<file path="config.mk">
export PLATFORM = sky130hd
export DESIGN_NAME = erm_front
export DESIGN_NICKNAME = d
export VERILOG_FILES = /design/src/hdl/erm_pkg.sv /design/src/hdl/erm_front.sv
export SDC_FILE = /design/constraint.sdc
export NUM_CORES = 1
export LEC_CHECK = 0
export BUFFER_PORTS_ARGS = -buffer_cell sky130_fd_sc_hd__buf_2
export CAP_MARGIN = 20
export CORE_AREA = 2 2 226 228
export DETAILED_ROUTE_END_ITERATION = 12
export DIE_AREA = 0 0 228 230
export PLACE_DENSITY = 0.51
export SLEW_MARGIN = 20
export SYNTH_ARGS = -nofsm -noshare
export SYNTH_HDL_FRONTEND = slang
export SYNTH_SLANG_ARGS = --single-unit
export TNS_END_PERCENT = 20
</file>
<file path="constraint.sdc">
create_clock -name vclk -period 8.5
set_clock_uncertainty 0.1 [all_clocks]
set_input_delay 0 -clock vclk [all_inputs]
set_output_delay 0 -clock vclk [all_outputs]
set_load 0.02 [all_outputs]
</file>
<file path="src/hdl/erm_pkg.sv">
// Shared types and codes of the extent range mapper.
// Used by erm_front, erm_queue, erm_back and extent_range_mapper.
package erm_pkg;

    localparam int unsigned W = 64;

    // request kinds carried in tuser
    localparam logic REQ_LOAD = 1'b0;
    localparam logic REQ_MAP  = 1'b1;

    // configuration register indexes
    localparam logic CFG_VSIZE = 1'b0;
    localparam logic CFG_COUNT = 1'b1;

    // classified command; a/b/c hold virt_off/len/data_off for loads,
    // and off/clipped end for maps
    typedef struct packed {
        logic         is_map;
        logic         bad;
        logic [3:0]   idx;
        logic [W-1:0] a;
        logic [W-1:0] b;
        logic [W-1:0] c;
    } t_cmd;

    typedef enum logic [1:0] {
        ST_IDLE,
        ST_SEARCH,
        ST_WALK
    } t_state;

endpackage

</file>
<file path="src/hdl/erm_front.sv">
// Front part: classifies items and clips map ranges to the virtual size.
// Depends on erm_pkg.
module erm_front (
    input  logic                 i_type,
    input  logic [3:0]           i_idx,
    input  logic [erm_pkg::W-1:0] i_ext_virt_off,
    input  logic [erm_pkg::W-1:0] i_ext_len,
    input  logic [erm_pkg::W-1:0] i_ext_data_off,
    input  logic [erm_pkg::W-1:0] i_req_off,
    input  logic [erm_pkg::W-1:0] i_req_len,
    input  logic [erm_pkg::W-1:0] i_vsize,
    output erm_pkg::t_cmd        o_cmd
);
    import erm_pkg::*;

    logic [W-1:0] w_sum;
    logic [W-1:0] w_end;

    assign w_sum = i_req_off + i_req_len;
    assign w_end = (w_sum < i_vsize) ? w_sum : i_vsize;

    always_comb begin
        o_cmd.is_map = (i_type == REQ_MAP);
        o_cmd.idx    = i_idx;
        if (i_type == REQ_MAP) begin
            o_cmd.bad = (i_req_off >= i_vsize) || (w_end <= i_req_off);
            o_cmd.a   = i_req_off;
            o_cmd.b   = w_end;
            o_cmd.c   = '0;
        end else begin
            o_cmd.bad = 1'b0;
            o_cmd.a   = i_ext_virt_off;
            o_cmd.b   = i_ext_len;
            o_cmd.c   = i_ext_data_off;
        end
    end

endmodule

</file>
==> impl_metrics.json <==
{
  "cap_viol_max_count": 0,
  "fin_hold_ws_ns": 0.233,
  "setup_viol": 0,
  "post-route-drc-count": 0,
  "overflow": 0,
  "start_util_pct": 23.9,
  "crit_fanout": 19,
  "core_region_area_mm2": 0.0499,
  "drv_slew": 0,
  "synth_cell_type_count": 77,
  "place.gp.congestion": 0.951,
  "met1_usage_pct": 27.9,
  "relSlewSlack_pct": 44.7,
  "max_stage_delay_ns": 0.58,
  "vias": 14400,
  "drt-pass1-iter-count": 5,
  "syn_inst": 1621,
  "grt_setup_unrepaired": "false",
  "routed_wl_mm": 61.3,
  "wl_per_cell_um": 21.7,
  "antenna_found_initial": 20,
  "rows": 82,
  "crit_slowest_cell": "a2111oi_2",
  "setup_tns_ns": 0,
  "synth_area_per_cell_um2": 7.36,
  "drt_iter0_markers": 770,
  "busiest_layer": "met2",
  "area_growth_pct": 29.8,
  "drive_above_1_share_pct": 36.7,
  "cp-end-kind": "primary output",
  "layout_commonest_cell": "buf_2",
  "max-vdd-ir-drop_v": 0.0000470,
  "final_util_pct": 31.1,
  "hold_class": "in -> out",
  "drtAntennaViolNets": 0,
  "cp.arrival_ns": 7.90,
  "io_pins": 587,
  "grt_max_degree": 89,
  "layout_common_cells": "578 x buf_2, 254 x ha_1, 144 x inv_1, 139 x mux2_2, 138 x a21oi_1",
  "dieArea_mm2": 0.0524,
  "die_y_um": 230,
  "ys_seq_area_share_pct": 0,
  "max_clock_freq_ghz": 0.125,
  "endpoint": "o_cmd[196]",
  "status": "completed",
  "layout.cells.non_filler": 2819,
  "place_area_mm2": 0.0154,
  "design_area_mm2": 0.0155,
  "via_per_inst": 5.11,
  "track_usage_pct": 21.9,
  "finalHoldViolCount": 0,
  "leakagePower_nw": 8.29,
  "ys_warn_count": 0,
  "crit_required_ns": 8.40,
  "seq_cells": 0,
  "period_share_pct": 94.1,
  "globalRouteMet3Util_pct": 3.24,
  "nets": 2785,
  "grt.met2_usage_pct": 38.8,
  "start_kind": "primary input",
  "syn_nets": 2265,
  "clockBufferCount": 0,
  "p_per_area_mw_per_mm2": 116,
  "layout_min_cycle_time_ns": 8.00,
  "grt_pass1_vias": 14400,
  "final-seq-area_um2": 0,
  "hpwlAfterDp_mm": 54.2,
  "fillers": 5538,
  "critical_path_class": "in -> out",
  "portBuffers": 579,
  "tightest_slew_ns": 0.829,
  "dp.cells": 2801,
  "grt_pass1_wl_mm": 89.1,
  "die_w_um": 228,
  "syn_area_mm2": 0.0119,
  "setup.worst_path.start": "i_req_off[4]"
}
power breakdown:
part | leakage (nW) | internal (mW) | switching (mW)
Combinational | 8.29 | 0.724 | 1.08
Clock | 0.0000507 | 0.000000126 | 0
Sequential | 0 | 0 | 0
synthesized netlist by cell type (all sizes together) (3+ instances only):
cell       n  share of area [%]
nand2b    14               0.73
xnor2     33                2.4
inv      144                4.5
a2111oi    6               0.65
a21oi    138                5.8
o22ai      3               0.16
or3        9               0.47
nand2    101                3.2
buf       38                2.2
o21bai    12               0.75
nor3      22               0.96
a2bb2oi    4               0.40
mux2     140                 13
o211ai    18                1.1
o21ai     88                4.3
and3       8               0.42
o2bb2ai    8               0.59
or4        3               0.19
o31ai      4               0.25
nand3     41                1.7
xor2      28                2.1
o2111ai    4               0.29
a211o      7               0.51
nor2      72                2.3
a31o       9               0.66
a21boi     3               0.19
and2       6               0.31
ha       254                 27
nor4      14               0.79
clkbuf    46                1.5
mux2i      7               0.59
o21a      14               0.88
or2        4               0.21
a21o     110                6.9
nand4     67                3.5
and4       3               0.22
a211oi    16                1.0
o221ai     3               0.27
a31oi     18               0.94
nor2b     76                4.0
critical path, delay by kind of cell:
family / cells / cell delay, ns
buffers and inverters: 3 / 0.76
AND/OR/NAND/NOR: 6 / 1.15
AO/OA/AOI/OAI: 18 / 4.42
adder cells (fa/ha/maj): 3 / 0.97
multiplexers: 1 / 0.40
XOR/XNOR: 1 / 0.18
cells by family (layout without fill, tap and decap cells):
logic type                 after synthesis  count (layout)  share of synthesized area, %
xor gates and xnor gates                61              61                          4.48
adders and majority gates              255             255                          26.8
and+or+nand+nor                        446             446                          19.5
muxes                                  147             147                          13.8
AOI/OAI and AO/OA                      484             484                          27.3
other                                    0               8                             0
buffers and inverters                  228             746                          8.16
per-layer routing:
metal	wire [um]	vias up	share of wire [%]
met3	3350	84	5.5
li1	-	7028	-
met5	125	-	0.20
met1	26900	6780	44
met2	29400	503	48
met4	1470	20	2.4
worst min path at each step:
stage / depth (start not counted) / start / end / slack (ns)
after global routing: 3 / i_ext_data_off[1] / o_cmd[1] / 0.24
final: 3 / i_ext_data_off[2] / o_cmd[2] / 0.23
after detailed placement: 0 / i_idx[3] / o_cmd[195] / -0.1
after CTS: 3 / i_ext_data_off[2] / o_cmd[2] / 0.24
after floorplan: 1 / i_idx[0] / o_cmd[192] / 0.01
after global placement: 0 / i_idx[3] / o_cmd[195] / -0.1
layout make-up:
| cell class | count | area (um^2) | share of cell area (%) |
|---|---|---|---|
| multi-input cells | 1393 | 11000 | 70.9 |
| diodes | 8 | 20.0 | 0.129 |
| well taps | 672 | 841 | 5.43 |
| repair buffers | 602 | 3100 | 20.0 |
| inverters | 144 | 541 | 3.49 |
timing repair:
item | in CTS | in global routing
hold endpoints to repair | 4 | 0
resized for setup | 0 | 4
hold buffers | 4 | 0
endpoints found under the setup margin | 0 | 1
buffers inserted | 0 | 6
per-stage QoR:
step	power, mW	setup slack, ns
floorplan	1.18	2.26
global placement	1.76	0.298
detailed placement	1.77	0.227
CTS	1.79	0.165
global route	1.97	0.0435
finish	1.80	0.498
(Power assumes the default switching activity.)
