--- src/hdl/erm_pkg.sv ---
// Shared types and codes of the extent range mapper.
// Used by erm_front, erm_queue, erm_back and extent_range_mapper.
package erm_pkg;

    localparam int unsigned W = 64;

    // request kinds carried in tuser
    localparam logic REQ_LOAD = 1'b0;
    localparam logic REQ_MAP  = 1'b1;

    // configuration register indexes
    localparam logic CFG_VSIZE = 1'b0;
    localparam logic CFG_COUNT = 1'b1;

    // classified command; a/b/c hold virt_off/len/data_off for loads,
    // and off/clipped end for maps
    typedef struct packed {
        logic         is_map;
        logic         bad;
        logic [3:0]   idx;
        logic [W-1:0] a;
        logic [W-1:0] b;
        logic [W-1:0] c;
    } t_cmd;

    typedef enum logic [1:0] {
        ST_IDLE,
        ST_SEARCH,
        ST_WALK
    } t_state;

endpackage

--- src/hdl/erm_queue.sv ---
// Two-entry command queue between the front and back parts.
// Depends on erm_pkg.
module erm_queue (
    input  logic          i_clk,
    input  logic          i_rst_n,
    input  logic          i_push,
    input  erm_pkg::t_cmd i_cmd,
    output logic          o_full,
    input  logic          i_pop,
    output logic          o_valid,
    output erm_pkg::t_cmd o_cmd
);
    import erm_pkg::*;

    t_cmd       r_mem [2];
    logic       r_wp, r_rp;
    logic [1:0] r_cnt;

    assign o_full  = (r_cnt == 2'd2);
    assign o_valid = (r_cnt != 2'd0);
    assign o_cmd   = r_mem[r_rp];

    always_ff @(posedge i_clk) begin
        if (i_push) begin
            r_mem[r_wp] <= i_cmd;
        end
    end

    always_ff @(posedge i_clk) begin
        if (!i_rst_n) begin
            r_wp  <= 1'b0;
            r_rp  <= 1'b0;
            r_cnt <= 2'd0;
        end else begin
            if (i_push) r_wp <= ~r_wp;
            if (i_pop)  r_rp <= ~r_rp;
            r_cnt <= r_cnt + 2'(i_push) - 2'(i_pop);
        end
    end

endmodule

--- config.mk ---
export PLATFORM = sky130hd
export DESIGN_NAME = erm_queue
export DESIGN_NICKNAME = d
export VERILOG_FILES = /design/src/hdl/erm_pkg.sv /design/src/hdl/erm_queue.sv
export SDC_FILE = /design/constraint.sdc
export NUM_CORES = 1
export LEC_CHECK = 0
export BUFFER_PORTS_ARGS = -buffer_cell sky130_fd_sc_hd__buf_2
export CAP_MARGIN = 20
export CORE_MARGIN = 2
export CORE_UTILIZATION = 52
export DETAILED_ROUTE_END_ITERATION = 8
export PLACE_DENSITY = 0.77
export SYNTH_ARGS = -nofsm -noshare
export SYNTH_HDL_FRONTEND = slang
export SYNTH_SLANG_ARGS = --single-unit
--- constraint.sdc ---
create_clock -name i_clk -period 12.9 [get_ports i_clk]
set_input_delay 2.58 -clock i_clk [delete_from_list [all_inputs] [get_ports i_clk]]
set_output_delay 2.58 -clock i_clk [all_outputs]
set_load 0.1 [all_outputs]
==> results.toml, run 1 <==
[floorplanning]
die_width_um = 173
core_sq_um = 28500
start_util_pct = 52.4
dieHeight_um = 173
io_pins = 402
die_area_sq_um = 30100
rows = 62

[logic_synthesis]
syn_nets = 841
synth_area_sq_um = 14900
synth.avg_cell_area_sq_um = 23.4
synth_cell_type_count = 14
yosysWarnings = 0
syn_inst = 637
ys_seq_area_share_pct = 80.3
ys_ff_latch = 401

[layout]
num-nets-final = 1271
final_common_cell = "buf_2"
drive_above_1_share_pct = 60.8
layout_common_cells = "buf_2, edfxtp_1, mux2_4, mux2_2, clkbuf_16"
area_delta_synth_final_pct = 24.5

[power]
intPower_mw = 2.32
leakage_nw = 7.21
pwr-share-comb_pct = 22.3
seqPwrFrac_pct = 45.0
p_sw_share_pct = 31.7
finalPower_mw = 3.41
p_switching_mw = 1.08
power.density_nw_per_um2 = 183
clkPwrFrac_pct = 32.7
peakVddDrop_uv = 184

[drt]
drtIter0Drc = 536
vias_per_cell = 5.11
wl_per_cell_um = 20.1
dr_total_vias = 7598
ant_nets = 0
drt_pass1_iterations = 4
drc = 0
routed_wl_um = 29900

[clocking]
path_clk_slew_ps = 60
clk_latency_ps = 520
clockBufferDepth = 3
postCtsSetupBuffers = 0
cts_root_buffer = "clkbuf_16"
cts_tree = "yes"
numCtsBuffers = 41
cts.sinks = 401
htreeDepth = 2
cts-resized-gates = 0
hold_buffers = 0

[sta]
worst_slew_pin_slew_ps = 1030
tns_ps = 0
finClkSkew_ps = 13.5
max_freq_ghz = 0.158
period_needed_ps = 6320
rsz0062_at_grt = "no"
min_period_over_period_pct = 49.0
slew_headroom_pct = 31.1
finalSetupViolCount = 0
finalHoldViolCount = 0
drv_slew = 0

[global_routing]
grt_use_total_pct = 19.2
grt_first_pass_wirelength_um = 44300
antenna_found_initial = 6
grt_max_degree = 79
grt_pass1_vias = 7956
globalRouteOverflowTotal = 0

[worst_hold_path]
min_path_type = "reg2reg"

[placed_design]
dpl.hpwl_um = 20600
place_congestion = 0.790
port_buffers = 401

[worst_setup_path]
start_kind = "register"
end_kind = "primary output"
cp_max_fo = 60
critical_path_class = "reg2out"
worstPathArrival_ps = 3740
worstPathRequired_ps = 10320

[job]
max_cap_violations = 0

[run_status]
status = "finished clean"
==> synthesized netlist by cell type <==
cell      number  area share, %
nor2b_1        4           0.17
edfxtp_1     396             80
inv_1          2          0.050
or2_2          1          0.042
mux2_4       101             10
dfxtp_1        5           0.67
o21a_1         1          0.050
buf_6         15            1.1
ha_1           2           0.17
and2_1         4           0.17
buf_2          7           0.23
mux2_2        97            7.3
xor2_1         1          0.059
xnor3_1        1           0.15
==> power by group through the flow <==
stage / clock, mW / sequential [mW] / combinational [mW]
final: 1.11 / 1.53 / 0.759
after global routing: 1.19 / 1.54 / 0.780
after CTS: 1.14 / 1.53 / 0.763
after detailed placement: 0 / 1.56 / 0.762
after global placement: 0 / 1.56 / 0.756
after floorplan: 0 / 1.56 / 0.653
==> final timing paths <==
check        startpoint             to  slack [ps]  depth (start not counted)
min                r_rp       register         570                          2
max reg2reg        r_wp  r_mem[0][169]        9840                          3
min reg2reg        r_rp       register         570                          2
max            register     o_cmd[175]        6580                          4
==> sequential cells by signal (all words and copies together) (netlist names), named ones only <==
signal  count
r_cnt       2
r_mem     396
r_rp        1
r_wp        1
==> layout make-up <==
cell class	instances	area, sq um
Sequential cell	401	12000
Fill cell	2001	9880
Multi-Input combinational cell	212	2740
Timing Repair Buffer	409	2070
Clock buffer	54	1140
Tap cell	384	480
Clock inverter	20	148
Antenna cell	6	15.0
Inverter	2	7.51
==> critical path, stage by stage, from the launching register on <==
cell,delay (ps)
dfxtp_4,670
buf_4,840
buf_4,850
mux2_4,300
buf_2,420
==> per-stage QoR <==
stage / cell area [sq um] / setup slack, ps / cells / utilization, % / hold slack, ps
global placement: 17300 / 7140 / 1408 / 60.7 / 569
finish: 18600 / 6580 / 1488 / 65.3 / 571
floorplan: 14900 / 957 / 637 / - / 555
detailed placement: 17300 / 7110 / 1408 / 60.7 / 569
CTS: 18600 / 6530 / 1482 / 65.2 / 580
global route: 18600 / 6390 / 1486 / 65.3 / 616
==> layer usage <==
layer / vias up / GRT usage [%] / part of all wire, %
met5: - / 0 / 0
met2: 385 / 32.1 / 49
met1: 3728 / 23.3 / 38
li1: 3421 / - / -
met4: 0 / 7.52 / 3.1
met3: 64 / 6.43 / 9.9
==> kinds of logic (layout without fill, tap and decap cells) <==
kind of cell,Yosys count,after routing,synth area share (%)
muxes,198,198,17.5
AOI/OAI and AO/OA,1,1,0.0503
and+or+nand+nor,9,9,0.377
other,0,6,0
xor gates and xnor gates,2,2,0.209
DFF,401,401,80.3
adders and majority gates,2,2,0.168
buffers and inverters,24,485,1.42
(Power assumes the default switching activity.)
==> inputs of run 2 (changes only) <==
- clock period: 12.9 -> 5.9 ns (I/O delays scaled with it)
==> results.toml, run 2 (synthesis gave the netlist of run 1 again) <==
[worst_setup_path]
cp_max_fo = 57
path_buf_inv = 2
worstPathArrival_ps = 2620
path_cells = "buf_12 > mux2_4 > buf_2"
end_kind = "primary output"
cpMaxStageDelayCell = "dfxtp_4"
worstPathRequired_ps = 4720
crit_family = "flip-flops"
critical_path_class = "reg2out"
start_kind = "register"
cpPeakStageDelay_ps = 890

[sta]
holdWs_ps = 569
min_period_over_period_pct = 64.4
max_freq_ghz = 0.263
finalSetupViolCount = 0
finalHoldViolCount = 0
drv_slew = 0
tns_ps = 0
period_needed_ps = 3800
finClkSkew_ps = 7.60
rsz0062_at_grt = "no"
worst_slew_pin_slew_ps = 850
slew_headroom_pct = 43.3

[clocking]
path_clk_slew_ps = 60
htreeDepth = 2
numCtsBuffers = 41
clockBufferDepth = 3
postCtsSetupBuffers = 0
cts-resized-gates = 0
cts_tree = "yes"
cts_root_buffer = "clkbuf_16"
clk_latency_ps = 510
hold_buffers = 0
cts.sinks = 401

[run_status]
status = "finished clean"

[global_routing]
antenna_found_initial = 12
grt_first_pass_wirelength_um = 43800
globalRouteOverflowTotal = 0
grt_max_degree = 100
grt_use_total_pct = 19.1
grt_pass1_vias = 7876

[power]
peakVddDrop_uv = 330
power.density_nw_per_um2 = 395
leakage_nw = 7.18

[drt]
vias_per_cell = 5.03
dr_total_vias = 7494
wl_per_cell_um = 19.8
drc = 0
routed_wl_um = 29400
drt_pass1_iterations = 4
ant_nets = 0
drtIter0Drc = 539

[layout]
final_common_cell = "buf_2"
largest_reg_flops = 396
area_delta_synth_final_pct = 24.5
largestRegisters = "r_mem: 396 flops, r_cnt: 2 flops"
final_area_sq_um = 18600
num-nets-final = 1273
layout_common_cells = "buf_2, edfxtp_1, mux2_4, mux2_2, clkbuf_16"
drive_above_1_share_pct = 60.5
regMostFlops = "r_mem"

[placed_design]
dpl.hpwl_um = 19900
place_congestion = 0.784
placed_area_sq_um = 17400
port_buffers = 401

[job]
max_cap_violations = 0

[floorplanning]
io_pins = 402
rows = 62
die_area_sq_um = 30100
start_util_pct = 52.4
dieHeight_um = 173
core_sq_um = 28500
die_width_um = 173

[worst_hold_path]
min_path_type = "reg2reg"
==> run 2: path summary, 6_finish.rpt <==
check | start | end | slack [ps] | cells past startpoint
max | register | o_cmd[108] | 2100 | 3
min | r_rp | register | 570 | 2
max reg2reg | r_wp | r_mem[0][128] | 3780 | 2
min reg2reg | r_rp | register | 570 | 2
==> run 2: worst reg2reg max path, cell delays in order, from the launching register on <==
cell and delay (ps):
dfxtp_1 340, nor2b_4 620, buf_4 720
==> run 2: layer usage <==
layer / up-vias / routed length [um] / share of wire (%) / track usage, %
li1: 3429 / - / - / -
met3: 66 / 3210 / 11 / 7.46
met5: - / 24 / 0.082 / 0
met4: 4 / 1030 / 3.5 / 8.05
met1: 3622 / 11000 / 37 / 22.6
met2: 373 / 14200 / 48 / 31.3
==> run 2: layout make-up <==
| type | instances | area [sq um] |
|---|---|---|
| sequential | 401 | 12000 |
| fill | 1928 | 9880 |
| multi-input combinational | 212 | 2740 |
| timing repair buffer | 411 | 2130 |
| clock buffer | 54 | 1080 |
| tap | 384 | 480 |
| clock inverter | 15 | 123 |
| antenna | 11 | 27.5 |
| inverter | 2 | 7.51 |
==> run 2: metrics by stage <==
| step | std cells | power (mW) | worst slack [ps] | utilization [%] |
|---|---|---|---|---|
| after CTS | 1479 | 7.42 | 2060 | 65.2 |
| after global placement | 1410 | 5.06 | 2650 | 61.0 |
| after detailed placement | 1410 | 5.07 | 2630 | 61.0 |
| after floorplan | 637 | 4.82 | 1310 | - |
| final | 1490 | 7.35 | 2100 | 65.3 |
| after global routing | 1488 | 7.57 | 1980 | 65.3 |
==> run 2: report_power, final <==
part | leakage (nW) | switching [mW] | total, mW | internal [mW]
Combinational | 2.84 | 1.31 | 1.66 | 0.345
Clock | 0.588 | 0.964 | 2.34 | 1.37
Sequential | 3.76 | 0.0530 | 3.35 | 3.30
