**config.mk**
```make
export PLATFORM = sky130hd
export DESIGN_NAME = erm_back
export DESIGN_NICKNAME = d
export VERILOG_FILES = /design/src/hdl/erm_pkg.sv /design/src/hdl/erm_back.sv
export SDC_FILE = /design/constraint.sdc
export NUM_CORES = 2
export LEC_CHECK = 0
export CAP_MARGIN = 10
export CORE_MARGIN = 1.5
export CORE_UTILIZATION = 58
export DETAILED_ROUTE_END_ITERATION = 8
export DONT_BUFFER_PORTS = 1
export PLACE_DENSITY = 0.76
export SETUP_SLACK_MARGIN = 0.4
export SLEW_MARGIN = 10
export SYNTH_ARGS = -nofsm -noshare
export SYNTH_HDL_FRONTEND = slang
export SYNTH_SLANG_ARGS = --single-unit
export TNS_END_PERCENT = 1
```
**constraint.sdc**
```tcl
create_clock -name i_clk -period 19.5 [get_ports i_clk]
set_input_delay 3.9 -clock i_clk [delete_from_list [all_inputs] [get_ports i_clk]]
set_output_delay 3.9 -clock i_clk [all_outputs]
set_load 0.05 [all_outputs]
```
**src/hdl/erm_pkg.sv**
```systemverilog
// Shared types and codes of the extent range mapper.
// Used by erm_front, erm_queue, erm_back and extent_range_mapper.
package erm_pkg;

    localparam int unsigned W = 64;

    // request kinds carried in tuser
    localparam logic REQ_LOAD = 1'b0;
    localparam logic REQ_MAP  = 1'b1;

    // configuration register indexes
    localparam logic CFG_VSIZE = 1'b0;
    localparam logic CFG_COUNT = 1'b1;

    // classified command; a/b/c hold virt_off/len/data_off for loads,
    // and off/clipped end for maps
    typedef struct packed {
        logic         is_map;
        logic         bad;
        logic [3:0]   idx;
        logic [W-1:0] a;
        logic [W-1:0] b;
        logic [W-1:0] c;
    } t_cmd;

    typedef enum logic [1:0] {
        ST_IDLE,
        ST_SEARCH,
        ST_WALK
    } t_state;

endpackage

```
**src/hdl/erm_back.sv**
```systemverilog
// Back part: extent table, range walk sequencer and output register.
// Depends on erm_pkg.
module erm_back #(
    parameter int unsigned MAX_EXTENTS = 16
) (
    input  logic                  i_clk,
    input  logic                  i_rst_n,
    input  logic [4:0]            i_ext_count,
    input  logic                  i_q_valid,
    input  erm_pkg::t_cmd         i_q_cmd,
    output logic                  o_q_pop,
    output logic                  o_valid,
    input  logic                  i_ready,
    output logic                  o_seg_valid,
    output logic                  o_seg_is_overlay,
    output logic [erm_pkg::W-1:0] o_seg_off,
    output logic [erm_pkg::W-1:0] o_seg_len,
    output logic [erm_pkg::W-1:0] o_seg_data_off,
    output logic                  o_seg_last
);
    import erm_pkg::*;

    localparam int unsigned IW = (MAX_EXTENTS > 1) ? $clog2(MAX_EXTENTS) : 1;
    localparam int unsigned CW = $clog2(MAX_EXTENTS + 1);

    // table: start, saturated end, and data start minus virtual start
    logic [W-1:0] r_vs [MAX_EXTENTS];
    logic [W-1:0] r_ve [MAX_EXTENTS];
    logic [W-1:0] r_dm [MAX_EXTENTS];

    t_state       r_state, n_state;
    logic [CW-1:0] r_i, n_i;
    logic [W-1:0] r_pos, n_pos;
    logic [W-1:0] r_end, n_end;

    logic         r_ov, n_ov;
    logic         r_oseg, n_oseg;
    logic         r_ovl, n_ovl;
    logic [W-1:0] r_ooff, n_ooff;
    logic [W-1:0] r_olen, n_olen;
    logic [W-1:0] r_odat, n_odat;
    logic         r_olast, n_olast;

    logic [CW-1:0] w_cnt;
    logic          w_in_tab;
    logic [IW-1:0] w_ri;
    logic [W-1:0]  w_vs, w_ve, w_dm, w_se;
    logic          w_free;
    logic [4:0]    w_idx5;
    logic [IW-1:0] w_lidx;
    logic          w_load;
    logic [W:0]    w_lsum;

    assign w_cnt    = (i_ext_count > 5'(MAX_EXTENTS)) ? CW'(MAX_EXTENTS) : CW'(i_ext_count);
    assign w_in_tab = (r_i < w_cnt);
    assign w_ri     = r_i[IW-1:0];
    assign w_vs     = r_vs[w_ri];
    assign w_ve     = r_ve[w_ri];
    assign w_dm     = r_dm[w_ri];
    assign w_se     = (w_ve > r_end) ? r_end : w_ve;
    assign w_free   = !r_ov || i_ready;

    assign w_idx5 = {1'b0, i_q_cmd.idx};
    assign w_lidx = w_idx5[IW-1:0];
    assign w_lsum = {1'b0, i_q_cmd.a} + {1'b0, i_q_cmd.b};
    assign w_load = o_q_pop && !i_q_cmd.is_map && (w_idx5 < 5'(MAX_EXTENTS));

    // load writes land in the table as the command leaves the queue
    always_ff @(posedge i_clk) begin
        if (w_load) begin
            r_vs[w_lidx] <= i_q_cmd.a;
            r_ve[w_lidx] <= w_lsum[W] ? '1 : w_lsum[W-1:0];
            r_dm[w_lidx] <= i_q_cmd.c - i_q_cmd.a;
        end
    end

    always_comb begin
        n_state = r_state;
        n_i     = r_i;
        n_pos   = r_pos;
        n_end   = r_end;
        n_ov    = r_ov && !i_ready;
        n_oseg  = r_oseg;
        n_ovl   = r_ovl;
        n_ooff  = r_ooff;
        n_olen  = r_olen;
        n_odat  = r_odat;
        n_olast = r_olast;
        o_q_pop = 1'b0;
        unique case (r_state)
            ST_IDLE: begin
                if (i_q_valid && w_free) begin
                    o_q_pop = 1'b1;
                    if (i_q_cmd.is_map) begin
                        if (i_q_cmd.bad) begin
                            n_ov = 1'b1; n_oseg = 1'b0; n_ovl = 1'b0;
                            n_ooff = '0; n_olen = '0; n_odat = '0; n_olast = 1'b1;
                        end else begin
                            n_pos   = i_q_cmd.a;
                            n_end   = i_q_cmd.b;
                            n_i     = '0;
                            n_state = ST_SEARCH;
                        end
                    end
                end
            end
            ST_SEARCH: begin
                // skip extents that end at or before the start
                if (w_in_tab && (w_ve <= r_pos)) n_i = r_i + 1'b1;
                else n_state = ST_WALK;
            end
            ST_WALK: begin
                if (w_free) begin
                    if (!w_in_tab || (w_vs >= r_end)) begin
                        n_ov = 1'b1; n_oseg = 1'b1; n_ovl = 1'b0;
                        n_ooff = r_pos; n_olen = r_end - r_pos; n_odat = '0;
                        n_olast = 1'b1;
                        n_state = ST_IDLE;
                    end else if (r_pos < w_vs) begin
                        n_ov = 1'b1; n_oseg = 1'b1; n_ovl = 1'b0;
                        n_ooff = r_pos; n_olen = w_vs - r_pos; n_odat = '0;
                        n_olast = 1'b0;
                        n_pos = w_vs;
                    end else begin
                        n_i = r_i + 1'b1;
                        if (r_pos < w_se) begin
                            n_ov = 1'b1; n_oseg = 1'b1; n_ovl = 1'b1;
                            n_ooff = r_pos; n_olen = w_se - r_pos;
                            n_odat = w_dm + r_pos;
                            n_olast = (w_se == r_end);
                            n_pos = w_se;
                            if (w_se == r_end) n_state = ST_IDLE;
                        end
                    end
                end
            end
            default: n_state = ST_IDLE;
        endcase
    end

    always_ff @(posedge i_clk) begin
        if (!i_rst_n) begin
            r_state <= ST_IDLE;
            r_ov    <= 1'b0;
        end else begin
            r_state <= n_state;
            r_ov    <= n_ov;
        end
    end

    always_ff @(posedge i_clk) begin
        r_i     <= n_i;
        r_pos   <= n_pos;
        r_end   <= n_end;
        r_oseg  <= n_oseg;
        r_ovl   <= n_ovl;
        r_ooff  <= n_ooff;
        r_olen  <= n_olen;
        r_odat  <= n_odat;
        r_olast <= n_olast;
    end

    assign o_valid          = r_ov;
    assign o_seg_valid      = r_oseg;
    assign o_seg_is_overlay = r_ovl;
    assign o_seg_off        = r_ooff;
    assign o_seg_len        = r_olen;
    assign o_seg_data_off   = r_odat;
    assign o_seg_last       = r_olast;

endmodule

```
==> run summary <==
In this design, the critical path's most frequently occurring cell is sky130_fd_sc_hd__buf_4. The slowest cell on the critical path is sky130_fd_sc_hd__o311ai_1. Final max-slew violation count: 0.

TritonCTS built the clock tree. At the later pin of the worst-skew pair, clock insertion delay measures 0.98 ns. For the number of top-level design ports, the log shows 404.

Yosys attributes the largest share of cell area to sky130_fd_sc_hd__edfxtp_1, sky130_fd_sc_hd__mux4_2, sky130_fd_sc_hd__ha_1. For this design, the CTS-stage hold fixing added 0 buffers. The number of warnings printed during yosys synthesis is 0.

Setup repair after global routing left no endpoint under its margin. For the pin with the worst max-slew slack, the measured transition is 1.49 ns. The checks that failed: design-rule violations. The number of global-route vias before repair is 97210, and the full die area is 279000 sq um. Kind of end point of the critical path: a register.

For the combinational cell fraction of total power, the log shows 52.6%. The share of power burned in registers was 27.4%. The root buffer cell chosen for the clock tree is sky130_fd_sc_hd__clkbuf_16. The average wire per cell in the routed design works out to 40.4 um. The synthesized netlist occupies a cell area of 160000 sq um.

The largest stage delay on the critical path was 0.94 ns. Global routing consumed, over all layers together, 40.7% of the routing resources. Kind of critical path: register to register. The logs give 1.04 for the final weighted congestion of routability-driven global placement and 16510 for the number of design-rule violations left by the first detailed-router iteration. The final wirelength is 572000 um. The tools report the total number of vias as 102197. Cells with a size suffix above 1 make up 15.7% of the layout. The run finished, with violations left. For this run, the share of the core covered by cells in the final layout is 63.9%. The switching part of the total was 44.4%; the number of fill cells was 19027. Setup slack on the worst reg-to-reg path comes out at 6.62 ns.

The clock passes through at most 4 buffers. Global routing consumed, on the met3 layer, 12.5% of the routing resources. The run gives 11037 as the number of nets in the finished design. For this design the ratio of total power to cell area is 186 nW/um^2. Once the floorplan was initialized, standard cells occupied 58.3% of the core. The final cycle utilization of the critical path is 66.1%. When the netlist entered floorplanning its net count stood at 10983. The first-pass iteration count of the detailed router is 9. Clock group share of total power: 20.1%.

Yosys mapped a number of flops with a built-in enable equal to 3400. After synthesis, the share of flip-flops with an asynchronous set or reset is 0%. The maximum clock rate was 0.0776 GHz.

The initialized floorplan defines 192 standard-cell rows. The estimated wirelength of the detail-placed design was 382000 um; the area share of the largest cell type after synthesis was 63.9%. The most frequent standard cell in the layout excluding fill and tap cells is sky130_fd_sc_hd__edfxtp_1.

Of all nets on the critical path, the largest fanout is 104. The overall die height was 528 um; the remaining number of nets flagged by the antenna check after routing was 0. The first-pass GRT wire length is 780000 um.

The tightest min-delay check is of the register to register type. In this run the horizontal extent of the chip is 528 um. For this run the aggregate overflow at the end of global routing stands at 0. In this run the most critical hold path is launched from r_state[0].

Counting flops and latches in the post-synthesis netlist gives 3407. sky130_fd_sc_hd__edfxtp_1 takes more of the synthesized area than any other cell. The layer with the highest usage after global routing was met2. The worst setup slack after layout is 6.62 ns. The remaining design rule violation count is 1.

Adding up every negative setup slack in the final design gives 0 ns. Counting instances, the worst hold path has a depth of 2. The tools report the number of sinks driven by the clock tree as 3407. In this run the number of H-tree levels came out at 5.

The reg-to-reg critical path endpoint was o_seg_data_off[38]. Data arrival time at the worst-slack endpoint: 13.47 ns. The top cell types in the final layout, fill and taps aside, are sky130_fd_sc_hd__edfxtp_1, sky130_fd_sc_hd__mux4_2, sky130_fd_sc_hd__nand2_1. Timing analysis after detailed placement gives a worst setup slack of 6.76 ns. The number of buffers created by CTS came out at 341. In the global route stage, met2 resource usage came out at 61.0%.

The cell count after synthesis came out at 10188. The internal power summed over all cells came out at 0.0181 W. In this run the tool buffered the top-level ports with 0 buffer cells. IR analysis of the VDD net gives a maximum drop of 238 uV. The worst hold path endpoint is r_state[0]. After clock tree synthesis, the clock-pin slew on the worst setup and hold paths is 0.06 ns. Top flip-flop cell by instance count after synthesis: sky130_fd_sc_hd__edfxtp_1. The area growth from synthesis to layout was 9.58%; the number of cells on the worst reg-to-reg path was 30. Dividing the detail-routed via count by the number of cells gives 7.22. After clock tree synthesis, the repair step resized 0 gates. The mean instance size in the synthesized netlist works out to 15.7 sq um. The number of setup buffers added after CTS is 0. The tools report the count of final setup violators as 0. The analysis attributes to cell leakage a power of 59.8 nW. For the number of antenna violations at the first check in global routing, the log shows 56.

Entering global routing, the biggest net connects 117 pins. For the worst clock skew, the log shows 0.0615 ns. The logs give 274000 sq um for the area of the placeable core and 0 for the final hold violation count. Data on the critical path is required at its endpoint by 20.09 ns. The worst pin sits at a relative slew slack of 0.549%. Across the run, the number of max-cap violations was 0. For this run, the register share of the synthesized area comes to 64.0%.

In this run the power spent charging and discharging nets is 0.0145 W. In this run, distinct cell masters in the synthesized netlist total 98. The shortest period the worst path allows came out at 12.88 ns.

For this run, global-route usage on met1 was measured as 53.4%. Element type at the critical path start: a register.
routing by layer:
| layer | vias up | part of all wire [%] |
|---|---|---|
| met5 | - | 0.17 |
| met3 | 1479 | 13 |
| met1 | 51969 | 36 |
| li1 | 40867 | - |
| met4 | 56 | 6.5 |
| met2 | 7826 | 45 |
flip-flops by register name (all words and copies together) (netlist names), 2 cells and up, named ones only:
signal,cells
r_end,64
r_ve,1024
r_i,5
r_vs,1024
r_pos,64
o_seg_len,64
o_seg_off,64
r_state,2
o_seg_data_off,64
r_dm,1024
power groups by stage:
stage / sequential, W / clock [W] / combinational [W]
6_report: 0.00893 / 0.00655 / 0.0171
3_5_place_dp: 0.00907 / 0 / 0.0165
5_1_grt: 0.00893 / 0.00681 / 0.0179
3_3_place_gp: 0.00906 / 0 / 0.0165
4_1_cts: 0.00892 / 0.00655 / 0.0166
2_1_floorplan: 0.00896 / 0 / 0.0109
cell usage after synthesis, types with 139 or more instances:
master and instances:
sky130_fd_sc_hd__nand2_1 641, sky130_fd_sc_hd__a21oi_1 565, sky130_fd_sc_hd__a21o_1 322, sky130_fd_sc_hd__mux2i_1 269, sky130_fd_sc_hd__clkbuf_1 223, sky130_fd_sc_hd__nor2_1 469, sky130_fd_sc_hd__inv_1 317, sky130_fd_sc_hd__edfxtp_1 3400
sky130_fd_sc_hd__ha_1 582, sky130_fd_sc_hd__nand3_1 139, sky130_fd_sc_hd__mux4_2 787, sky130_fd_sc_hd__o21ai_0 363, sky130_fd_sc_hd__xnor2_1 227
layout make-up:
cell class                 count  area [sq um]  area share (%)
timing repair buffer         181          1610           0.919
antenna                       44           110          0.0629
sequential                  3407        102000            58.4
multi-input combinational   5991         54400            31.1
clock buffer                 409          8830            5.04
clock inverter               212          2150            1.23
tap                         3589          4490            2.56
inverter                     320          1210           0.692
logic make-up after synthesis:
group	Yosys count	share of synthesized area, %
multiplexers	1168	13.6
AO/OA/AOI/OAI	2037	8.28
AND/OR/NAND/NOR	1843	5.37
buffers and inverters	790	2.16
XOR/XNOR	355	1.95
adder cells (fa/ha/maj)	588	4.63
flip-flops	3407	64.0
how the worst max path moves through the flow:
stage,to,depth (start not counted)
final,o_seg_data_off[38],30
after global routing,o_seg_off[29],27
after CTS,o_seg_off[29],27
after detailed placement,o_seg_off[40],27
after global placement,o_seg_data_off[40],27
after floorplan,r_dm[0][0],5
worst max-delay path: cells and delay by family (launching register included):
family / cells / cell delay, ns
compound gates: 15 / 5.22
buf+inv: 7 / 3.90
fa+ha+maj: 3 / 0.99
simple gates: 4 / 0.94
flops: 1 / 0.69
mux: 1 / 0.40
per-stage QoR:
stage          instance area, sq um  cells  hold WS, ns  total power, W
2_1_floorplan                160000  10188        0.468          0.0199
3_3_place_gp                 164000  13488        0.480          0.0255
3_5_place_dp                 164000  13488        0.501          0.0256
4_1_cts                      175000  14109        0.509          0.0321
5_1_grt                      175000  14123        0.524          0.0336
6_report                     175000  14153        0.519          0.0326
(Power assumes the default switching activity.)
